### config.mk
export PLATFORM = sky130hd
export DESIGN_NAME = wpc_controller
export DESIGN_NICKNAME = d
export VERILOG_FILES = /design/src/wpc_pkg.sv /design/src/wpc_controller.sv
export SDC_FILE = /design/constraint.sdc
export NUM_CORES = 1
export LEC_CHECK = 0
export ABC_AREA = 1
export CELL_PAD_IN_SITES_DETAIL_PLACEMENT = 1
export CELL_PAD_IN_SITES_GLOBAL_PLACEMENT = 2
export CORE_AREA = 8 8 45 47
export CTS_CLUSTER_DIAMETER = 50
export DETAILED_ROUTE_END_ITERATION = 12
export DIE_AREA = 0 0 53 55
export DONT_BUFFER_PORTS = 1
export PLACE_DENSITY = 0.68
export SLEW_MARGIN = 0
export SYNTH_ARGS = -nofsm -noshare
export SYNTH_HDL_FRONTEND = slang
export SYNTH_SLANG_ARGS = --single-unit
### constraint.sdc
create_clock -name i_clk -period 1.3 [get_ports i_clk]
set_input_delay 0.13 -clock i_clk [delete_from_list [all_inputs] [get_ports i_clk]]
set_output_delay 0.13 -clock i_clk [all_outputs]
set_load 0.05 [all_outputs]
### src/wpc_pkg.sv
`timescale 1ns / 1ps
package wpc_pkg;
    localparam int MaxWaypoints = 64;
    localparam int AddrW        = $clog2(MaxWaypoints);
    localparam int IdxW         = AddrW + 1;
    localparam int CordicIters  = 16;
    localparam int IterW        = $clog2(CordicIters + 1);
    localparam int CW           = 40;

    localparam logic signed [CW-1:0] PiQ29     = 40'sd1686629713;
    localparam logic signed [CW-1:0] TwoPiQ29  = 40'sd3373259426;
    localparam logic signed [CW-1:0] HalfPiQ29 = 40'sd843314857;
    localparam logic [29:0]          GainInvQ30 = 30'd652032875;

    typedef enum logic [2:0] {
        REG_LINEAR_GAIN = 3'd0,
        REG_YAW_GAIN    = 3'd1,
        REG_SPEED_LIMIT = 3'd2,
        REG_YAW_LIMIT   = 3'd3,
        REG_POS_TOL     = 3'd4,
        REG_HEAD_TOL    = 3'd5
    } t_reg_idx;

    typedef enum logic [3:0] {
        S_IDLE, S_READ, S_TARGET, S_QUAT, S_YAW, S_ERR, S_MUL, S_FINISH, S_OUT
    } t_state;

    typedef struct packed {
        logic load_inputs;
        logic start_target;
        logic start_yaw;
        logic calc_err;
        logic calc_mul;
        logic calc_finish;
    } t_dp_cmd;

    typedef struct packed {
        logic cordic_busy;
        logic yaw_needed;
    } t_dp_status;

    function automatic logic signed [CW-1:0] atan_step(input logic [IterW-1:0] i);
        logic signed [CW-1:0] r;
        r = '0;
        case (i)
            0: r = 40'sd421657428;
            1: r = 40'sd248918915;
            2: r = 40'sd131521918;
            3: r = 40'sd66762579;
            4: r = 40'sd33510843;
            5: r = 40'sd16771758;
            6: r = 40'sd8387925;
            7: r = 40'sd4194219;
            8: r = 40'sd2097141;
            9: r = 40'sd1048575;
            default: r = (i <= 29) ? (40'sd1 <<< (29 - i)) : '0;
        endcase
        return r;
    endfunction
endpackage

### src/wpc_controller.sv
`timescale 1ns / 1ps
module wpc_controller
    import wpc_pkg::*;
(
    input  logic                i_clk,
    input  logic                i_rst_n,
    input  logic                i_start,
    input  logic                i_out_ready,
    input  wpc_pkg::t_dp_status i_status,
    output wpc_pkg::t_dp_cmd    o_cmd,
    output logic                o_busy,
    output logic                o_step_done,
    output logic                o_out_valid
);
    t_state r_state, n_state;

    always_ff @(posedge i_clk) begin
        if (!i_rst_n) r_state <= S_IDLE;
        else          r_state <= n_state;
    end

    always_comb begin
        n_state = r_state;
        unique case (r_state)
            S_IDLE:   if (i_start) n_state = S_READ;
            S_READ:   n_state = S_TARGET;
            S_TARGET: n_state = S_QUAT;
            S_QUAT:   if (!i_status.cordic_busy) n_state = S_YAW;
            S_YAW:    n_state = S_ERR;
            S_ERR:    if (!i_status.cordic_busy || !i_status.yaw_needed) n_state = S_MUL;
            S_MUL:    n_state = S_FINISH;
            S_FINISH: n_state = S_OUT;
            S_OUT:    if (i_out_ready) n_state = S_IDLE;
            default:  n_state = S_IDLE;
        endcase
    end

    always_comb begin
        o_cmd = '0;
        o_busy = 1'b1;
        o_step_done = 1'b0;
        o_out_valid = 1'b0;
        unique case (r_state)
            S_IDLE:   o_busy = 1'b0;
            S_READ:   o_cmd.load_inputs = 1'b1;
            S_TARGET: o_cmd.start_target = 1'b1;
            S_QUAT:   ;
            S_YAW:    if (i_status.yaw_needed) o_cmd.start_yaw = 1'b1;
                      else o_cmd.start_yaw = 1'b1;
            S_ERR:    if (!i_status.cordic_busy || !i_status.yaw_needed) o_cmd.calc_err = 1'b1;
            S_MUL:    o_cmd.calc_mul = 1'b1;
            S_FINISH: begin
                o_cmd.calc_finish = 1'b1;
            end
            S_OUT: begin
                o_out_valid = 1'b1;
                o_step_done = i_out_ready;
            end
            default:  ;
        endcase
    end
endmodule

## Word-level counts from Yosys, hierarchy flattened

Cells that the tools add are included.
W data, S select, Z words.

| word-level totals | value |
|---|---|
| output and inout port bits | 9 |
| bits in read-only memories | 0 |
| memories | 0 |
| latch bits | 0 |
| memory bits (writable) | 0 |
| flip-flop bits (word level) | 4 |
| logic and storage cells | 33 |
| input port bits | 6 |

| cells by class | value |
|---|---|
| shift operators | 0 |
| $lt $le $gt $ge | 0 |
| eq/ne operators | 12 |
| reduce and logical (&&, ||, !) cells | 5 |
| add/sub/neg operators | 0 |
| multiply operators | 0 |
| muxes and demuxes | 15 |
| bitwise gates (word level) | 0 |
| div/mod/pow operators | 0 |

Operators by type and width:

| kind | number |
|---|---|
| $pmux W4 S9 | 1 |
| $eq A4 B3 Y1 const B | 4 |
| $mux W4 | 4 |
| $mux W1 | 10 |
| $eq A4 B2 Y1 const B | 2 |
| $ne A2 B2 Y1 const B | 4 |
| $eq A4 B1 Y1 const B | 1 |
| $eq A4 B4 Y1 const B | 1 |
| $logic_not A4 Y1 | 1 |
| $reduce_and A4 Y1 | 1 |
| $logic_not A1 Y1 | 2 |
| $logic_or A1 B1 Y1 | 1 |

## Logic depth before layout (Yosys ltp)

Gate-level depths: netlist (run 1).

| depth | value |
|---|---|
| depth after elaboration | 4 |
| gate-level depth with buffers | 8 |
| depth with buffers taken out | 8 |

## Least setup slack after synthesis (run 1)

No wires, ideal clock.

| timing | value |
|---|---|
| path kind | reg2out |
| start | register r_state[2] |
| end | output port o_cmd[2] in the netlist's numbering |
| required time | 1.170 ns |
| path buffers | 0 |
| stages on the path, launching flop included | 5 |
| data arrival time | 2.063 ns |
| slack | -0.893 ns |
| cells stage by stage | dfxtp_1 -> inv_1 -> nor2_1 -> inv_1 -> nor4_1 |

RTL lines:

| item | line | RTL |
|---|---|---|
| from (decl) | wpc_controller.sv:15 | `t_state r_state, n_state;` |
| from (signal assigned) | wpc_controller.sv:19 | `else r_state <= n_state;` |
| to (decl) | wpc_controller.sv:10 | `output wpc_pkg::t_dp_cmd o_cmd,` |

==> results of run 1 <==
[worst max path at each step]
stage          slack (ns)               startpoint  cells past startpoint                       to
6_report            -0.06  r_state[1]$_SDFFE_PN0P_                      3                 o_cmd[2]
5_1_grt             -0.13  r_state[1]$_SDFFE_PN0P_                      3                 o_cmd[2]
4_1_cts             -0.08  r_state[1]$_SDFFE_PN0P_                      3                 o_cmd[2]
3_5_place_dp        0.002  r_state[1]$_SDFFE_PN0P_                      7  r_state[2]$_SDFFE_PN0P_
3_3_place_gp       0.0002  r_state[1]$_SDFFE_PN0P_                      7  r_state[1]$_SDFFE_PN0P_
2_1_floorplan       -0.12  r_state[1]$_SDFFE_PN0P_                      2                 o_cmd[4]
[logic make-up after synthesis]
family / synth area share, %
flops: 26.7
simple gates: 50.0
compound gates: 5.83
buf+inv: 17.5
[cells in the final DEF, fill, tap and decap left out]
cell type / Yosys / routed
clkbuf_4: 0 / 3
inv_4: 0 / 1
buf_6: 0 / 4
buf_12: 0 / 6
inv_2: 0 / 3
nor3_2: 0 / 2
nand2_2: 0 / 3
nand2_1: 12 / 9
dfxtp_4: 0 / 2
inv_1: 14 / 10
nor3_4: 0 / 1
nor2_4: 0 / 7
o21ai_0: 1 / 1
nor2_1: 11 / 5
a21boi_0: 1 / 1
a21oi_1: 1 / 1
nand3_1: 6 / 6
nor2_2: 2 / 1
dfxtp_2: 0 / 2
nor4_4: 0 / 1
buf_4: 0 / 8
dlygate4sd3_1: 0 / 1
[final cells by class]
cell class                 count  area (µm²)  area share [%]
inverter                      14        55.1            8.04
clock buffer                   3        22.5            3.29
multi-input combinational     38         262            38.2
timing repair buffer          19         235            34.4
tap                           16        20.0            2.93
sequential                     4        90.1            13.2
[critical path, cell delays in order (launching register included)]
cell	delay, ns
dfxtp_4	0.37
buf_6	0.12
nor4_4	0.32
buf_12	0.18
[routing by layer]
metal / track usage (%) / part of all wire [%] / vias to the layer above
met5: 0 / 0 / -
met4: 7.76 / 2.3 / 0
met3: 2.94 / 5.6 / 4
met2: 17.0 / 54 / 8
met1: 8.84 / 38 / 192
li1: - / - / 215
[metrics by stage]
step                TNS (ns)  hold slack [ns]
finish               -0.0982           0.0105
global route          -0.425          0.00973
CTS                   -0.154          0.00148
detailed placement         0            0.259
global placement           0            0.260
floorplan             -0.259            0.250
[report_power, final]
group / total [mW] / leakage, nW / switching (mW) / internal, mW
sequential: 0.273 / 0.0350 / 0.0854 / 0.187
combinational: 1.31 / 0.280 / 0.789 / 0.518
clock: 0.152 / 0.0138 / 0.0489 / 0.103
[repair_timing]
| item | in CTS | in global routing |
|---|---|---|
| setup buffers | 2 | 1 |
| resized for setup | 17 | 10 |
| pin swaps | 2 | 5 |
| hold buffers | 1 | 0 |
| setup endpoints to repair | 10 | 11 |
| endpoints found under the hold margin | 1 | 0 |
==> tab_implementation.tex, run 1 <==
\begin{tabular}{lr}
\hline
Metric & Value \\
\hline
\multicolumn{2}{l}{\textbf{STA}} \\
Final-report max-slew violation count & 0 \\
Post-route clock skew & 0.000684 ns \\
Final setup violation count & 3 \\
Worst-case headroom to the max-slew limit & 81.5\% \\
Transition at the pin with the smallest max-transition slack & 0.276 ns \\
Setup repair after global routing missed its margin & true \\
Final worst-path cycle share & 105\% \\
Worst-case setup margin in the final layout & -0.0632 ns \\
Peak Freq & 734 MHz \\
Time the worst path needs with I/O delays and setup & 1.36 ns \\
Endpoints failing hold & 0 \\
\multicolumn{2}{l}{\textbf{Cells and area}} \\
Non-filler cells in the finished layout & 94 \\
Max FFs per register & 4 \\
Final core utilization & 49.5\% \\
Post-layout nets & 86 \\
Synthesis-to-finish area growth & 128\% \\
Biggest registers after layout & r\_state (4) \\
Top register by number of flip-flops & r\_state \\
Non-Filler Cell Area, Final & 684 µm² \\
Fraction of final layout cells with drive strength greater than 1 & 56.4\% \\
Count of filler cells inserted in the layout & 174 \\
Antenna fix cells & 0 \\
\multicolumn{2}{l}{\textbf{Flow run}} \\
Max-cap violations & 0 \\
\multicolumn{2}{l}{\textbf{Synth}} \\
Total number of yosys warnings & 0 \\
Async S/R FF share, synth & 0\% \\
Synth Area per Inst & 5.36 µm² \\
Primary FF master, synth & dfxtp\_1 \\
Cell types with the highest counts after synthesis & inv\_1 (14), nand2\_1 (12), nor2\_1 (11) \\
Proportion of synthesized chip area in sequential cells & 26.7\% \\
Most instantiated library cell after synthesis & inv\_1 \\
Number of register bits inferred by synthesis & 4 \\
Gate count after technology mapping & 56 \\
Post-Synthesis Net Count & 62 \\
Synthesized area & 300 µm² \\
Main area contributors after synthesis & dfxtp\_1 (27\%), inv\_1 (18\%), nand2\_1 (15\%), nor2\_1 (14\%), nand3\_1 (10\%) \\
Synth unique cells & 11 \\
Cell taking the most area after synthesis & dfxtp\_1 \\
Count of flip-flops with a built-in enable after synthesis & 0 \\
Share of Yosys cell area claimed by the top area cell type & 26.7\% \\
\multicolumn{2}{l}{\textbf{Worst setup path}} \\
Worst Setup Start Kind & register \\
Crit Path Category & reg2out \\
Origin of the critical flop-to-flop path & r\_state[1]\$\_SDFFE\_PN0P\_ \\
Worst flop-to-flop path endpoint & r\_state[2]\$\_SDFFE\_PN0P\_ \\
Setup slack on the worst flop-to-flop path & 0.10 ns \\
R2r worst-path depth & 8 \\
Type of destination of the critical path & output port \\
CP Data Required Time & 1.17 ns \\
Max Fanout on Critical Path & 7 \\
Critical path arrival & 1.23 ns \\
\multicolumn{2}{l}{\textbf{Clocking}} \\
Number of clock buffers inserted by TritonCTS & 3 \\
CTS Root Buffer Type & clkbuf\_4 \\
Clock net sink count & 4 \\
Deepest clock path buffer count & 2 \\
Htree depth & 1 \\
Clock latency at the later pin of the worst-skew pair & 0.23 ns \\
Clock transition at path regs & 0.04 ns \\
TritonCTS clock tree & done \\
\multicolumn{2}{l}{\textbf{Place}} \\
Number of input and output port buffers inserted & 0 \\
Placed instance area & 557 µm² \\
Worst slack at placement & 0.00177 ns \\
Placed wire-length estimate after detailed placement & 946 µm \\
Count of placed standard cells including taps & 87 \\
Routability Congestion & 0.759 \\
\multicolumn{2}{l}{\textbf{Pwr}} \\
Worst voltage drop across the vdd grid & 1050 µV \\
Pwr per Cell Area & 2530 mW/mm² \\
Final total power & 1.73 mW \\
P\_leak & 0.329 nW \\
\multicolumn{2}{l}{\textbf{Routing}} \\
Routed vias & 419 \\
Avg Vias per Cell & 4.46 \\
Total detailed-routing wirelength & 1170 µm \\
ANT nets after route & 0 \\
Post-DR wirelength/cell & 12.4 µm \\
Initial DRC count & 2 \\
DRT Pass-1 Iters & 3 \\
DRC viols & 0 \\
\multicolumn{2}{l}{\textbf{Min path}} \\
Number of instances on the worst hold path & 2 \\
Hold path startpoint & i\_rst\_n \\
Path class of the lowest-slack min-delay path & in2reg \\
WHS Endpoint & r\_state[2]\$\_SDFFE\_PN0P\_ \\
\multicolumn{2}{l}{\textbf{Floorplan}} \\
Top-level I/O count & 15 \\
Die X-Extent & 53 µm \\
Die outline area & 0.00292 mm² \\
Effective utilization at floorplan & 21.7\% \\
Standard-cell rows & 14 \\
Core box area & 0.00138 mm² \\
Die Y & 55 µm \\
\multicolumn{2}{l}{\textbf{Global route}} \\
Number of global-route vias before repair & 461 \\
Pin count of the biggest net entering global routing & 8 \\
Wire length of the first global-routing pass & 1960 µm \\
Total overflow reported by the global router & 0 \\
Total global-route track usage & 9.52\% \\
Antenna violations before repair & 0 \\
\multicolumn{2}{l}{\textbf{Status}} \\
Violated checks & negative setup slack \\
Status & complete, but fails checks \\
\hline
\end{tabular}
No activity file was read; power rests on OpenSTA's default activity.
==> run 2: changes to the inputs <==
- PLACE_DENSITY: 0.68 -> unset
- PLACE_DENSITY_LB_ADDON: unset -> 0.1
==> tab_implementation.tex, run 2 (synthesis results as in run 1) <==
\begin{tabular}{lr}
\hline
Metric & Value \\
\hline
\multicolumn{2}{l}{\textbf{Clocking}} \\
Clock net sink count & 4 (unchanged) \\
CTS Root Buffer Type & clkbuf\_4 \\
Deepest clock path buffer count & 2 (unchanged) \\
Clock transition at path regs & 0.03 ns (about the same) \\
Clock latency at the later pin of the worst-skew pair & 0.23 ns (about the same) \\
Htree depth & 1 (unchanged) \\
TritonCTS clock tree & done \\
Setup Buffers After CTS & 0 (-2) \\
Number of hold buffers added after cts & 0 (-1) \\
Number of clock buffers inserted by TritonCTS & 3 (unchanged) \\
\multicolumn{2}{l}{\textbf{Floorplan}} \\
Top-level I/O count & 15 (unchanged) \\
Effective utilization at floorplan & 21.7\% (unchanged) \\
Die Y & 55 µm (unchanged) \\
Die outline area & 0.00292 mm² (unchanged) \\
Die X-Extent & 53 µm (unchanged) \\
Standard-cell rows & 14 (unchanged) \\
Core box area & 0.00138 mm² (unchanged) \\
\multicolumn{2}{l}{\textbf{Cells and area}} \\
Leading cell type in the layout, fill and taps excluded & nand2\_1 \\
Fraction of final layout cells with drive strength greater than 1 & 55.6\% (-0.85 points) \\
Synthesis-to-finish area growth & 109\% \\
Biggest registers after layout & r\_state (4) \\
Non-Filler Cell Area, Final & 628 µm² (-8.2\%) \\
Post-layout nets & 80 (-7.0\%) \\
Max FFs per register & 4 (unchanged) \\
Final core utilization & 45.4\% (-4.1 points) \\
Commonest cells after routing, fill and taps aside & nand2\_1 (10), inv\_1 (8), nor2\_4 (6), nand3\_1 (6), buf\_12 (6) \\
Top register by number of flip-flops & r\_state \\
Antenna fix cells & 0 (unchanged) \\
\multicolumn{2}{l}{\textbf{Routing}} \\
Avg Vias per Cell & 4.43 (-0.57\%) \\
DRC viols & 0 (unchanged) \\
Routed vias & 390 (-6.9\%) \\
DRT Pass-1 Iters & 1 (-2) \\
ANT nets after route & 0 (unchanged) \\
Initial DRC count & 0 (-2) \\
Total detailed-routing wirelength & 1070 µm (-8.3\%) \\
Post-DR wirelength/cell & 12.2 µm (-2.0\%) \\
\multicolumn{2}{l}{\textbf{Worst setup path}} \\
Critical path arrival & 1.20 ns (-0.03 ns) \\
Crit Path Category & reg2out \\
Setup slack on the worst flop-to-flop path & 0.11 ns (about the same) \\
Startpoint of the worst setup timing path & r\_state[1]\$\_SDFFE\_PN0P\_ \\
Max Fanout on Critical Path & 7 (unchanged) \\
Origin of the critical flop-to-flop path & r\_state[2]\$\_SDFFE\_PN0P\_ \\
CP Data Required Time & 1.17 ns (about the same) \\
Type of destination of the critical path & output port \\
R2r worst-path depth & 9 (+1) \\
Worst Setup Start Kind & register \\
Worst flop-to-flop path endpoint & r\_state[2]\$\_SDFFE\_PN0P\_ \\
\multicolumn{2}{l}{\textbf{Status}} \\
Violated checks & negative setup slack \\
Status & complete, but fails checks \\
\multicolumn{2}{l}{\textbf{Flow run}} \\
Max-cap violations & 0 (unchanged) \\
\multicolumn{2}{l}{\textbf{STA}} \\
Setup repair after global routing missed its margin & true \\
Worst-case setup margin in the final layout & -0.0329 ns (+0.0303 ns) \\
Final-report max-slew violation count & 0 (unchanged) \\
Final setup violation count & 1 (-2) \\
Final worst-path cycle share & 103\% (-2.3 points) \\
Post-route clock skew & 0.00498 ns (+0.00430 ns) \\
Transition at the pin with the smallest max-transition slack & 0.259 ns (-0.0174 ns) \\
Worst-case headroom to the max-slew limit & 82.6\% (+1.2 points) \\
Time the worst path needs with I/O delays and setup & 1.33 ns (-0.0303 ns) \\
Endpoints failing hold & 0 (unchanged) \\
Peak Freq & 750 MHz (+2.3\%) \\
\multicolumn{2}{l}{\textbf{Min path}} \\
Path class of the lowest-slack min-delay path & in2reg \\
Number of instances on the worst hold path & 2 (unchanged) \\
Hold path startpoint & i\_rst\_n \\
WHS Endpoint & r\_state[1]\$\_SDFFE\_PN0P\_ \\
\multicolumn{2}{l}{\textbf{Global route}} \\
Total global-route track usage & 8.42\% (-1.1 points) \\
Number of global-route vias before repair & 446 (-3.3\%) \\
Total overflow reported by the global router & 0 (unchanged) \\
Wire length of the first global-routing pass & 1830 µm (-6.7\%) \\
Antenna violations before repair & 0 (unchanged) \\
Pin count of the biggest net entering global routing & 8 (unchanged) \\
\multicolumn{2}{l}{\textbf{Place}} \\
Routability Congestion & 0.752 (-0.94\%) \\
Number of input and output port buffers inserted & 0 (unchanged) \\
Placed instance area & 542 µm² (-2.7\%) \\
Placed wire-length estimate after detailed placement & 961 µm (+1.6\%) \\
\multicolumn{2}{l}{\textbf{Pwr}} \\
Worst voltage drop across the vdd grid & 977 µV (-6.5\%) \\
Final total power & 1.64 mW (-5.3\%) \\
Pwr per Cell Area & 2610 mW/mm² (+3.2\%) \\
P\_leak & 0.297 nW (-9.8\%) \\
\hline
\end{tabular}
run 2: timing repair:
action,CTS,global route
resized for setup,15,12
pin swaps,3,5
endpoints found under the setup margin,10,8
run 2: worst max path at each step:
| stage | end | slack [ns] | depth (start not counted) |
|---|---|---|---|
| final | o_cmd[2] | -0.03 | 3 |
| after global routing | o_cmd[2] | -0.11 | 5 |
| after CTS | o_cmd[1] | -0.07 | 5 |
| after detailed placement | r_state[2]$_SDFFE_PN0P_ | -0.005 | 8 |
| after global placement | r_state[1]$_SDFFE_PN0P_ | 0.04 | 8 |
| after floorplan | o_cmd[4] | -0.12 | 2 |
run 2: worst max-delay path, cell delays in order, from the launching register on:
cell and delay [ns]:
dfxtp_4 0.37, buf_6 0.12, nor4_4 0.31, buf_12 0.18
run 2: stage by stage:
| stage | TNS (ns) | hold slack, ns | cells | setup WS, ns |
|---|---|---|---|---|
| after floorplan | -0.259 | 0.250 | 56 | -0.115 |
| after global placement | 0 | 0.253 | 85 | 0.0392 |
| after detailed placement | -0.00671 | 0.262 | 85 | -0.00484 |
| after CTS | -0.180 | 0.0127 | 88 | -0.0672 |
| after global routing | -0.207 | 0.0237 | 88 | -0.110 |
| final | -0.0329 | 0.0161 | 88 | -0.0329 |
run 2: final cells by class:
type	instances	area, µm²
fill	175	756
tap	16	20.0
sequential	4	92.6
multi-input combinational	38	254
timing repair buffer	13	184
inverter	14	55.1
clock buffer	3	22.5
run 2: where the power goes:
part	total (mW)	internal [mW]	switching (mW)
clock	0.149	0.103	0.0460
sequential	0.294	0.194	0.100
combinational	1.20	0.444	0.753
run 2: layer usage:
metal | vias up | share of wire [%] | global-route usage (%)
met5 | - | 0 | 0
met4 | 0 | 0.56 | 3.88
met3 | 2 | 7.9 | 3.21
met2 | 8 | 56 | 16.6
met1 | 177 | 35 | 7.31
li1 | 203 | - | -
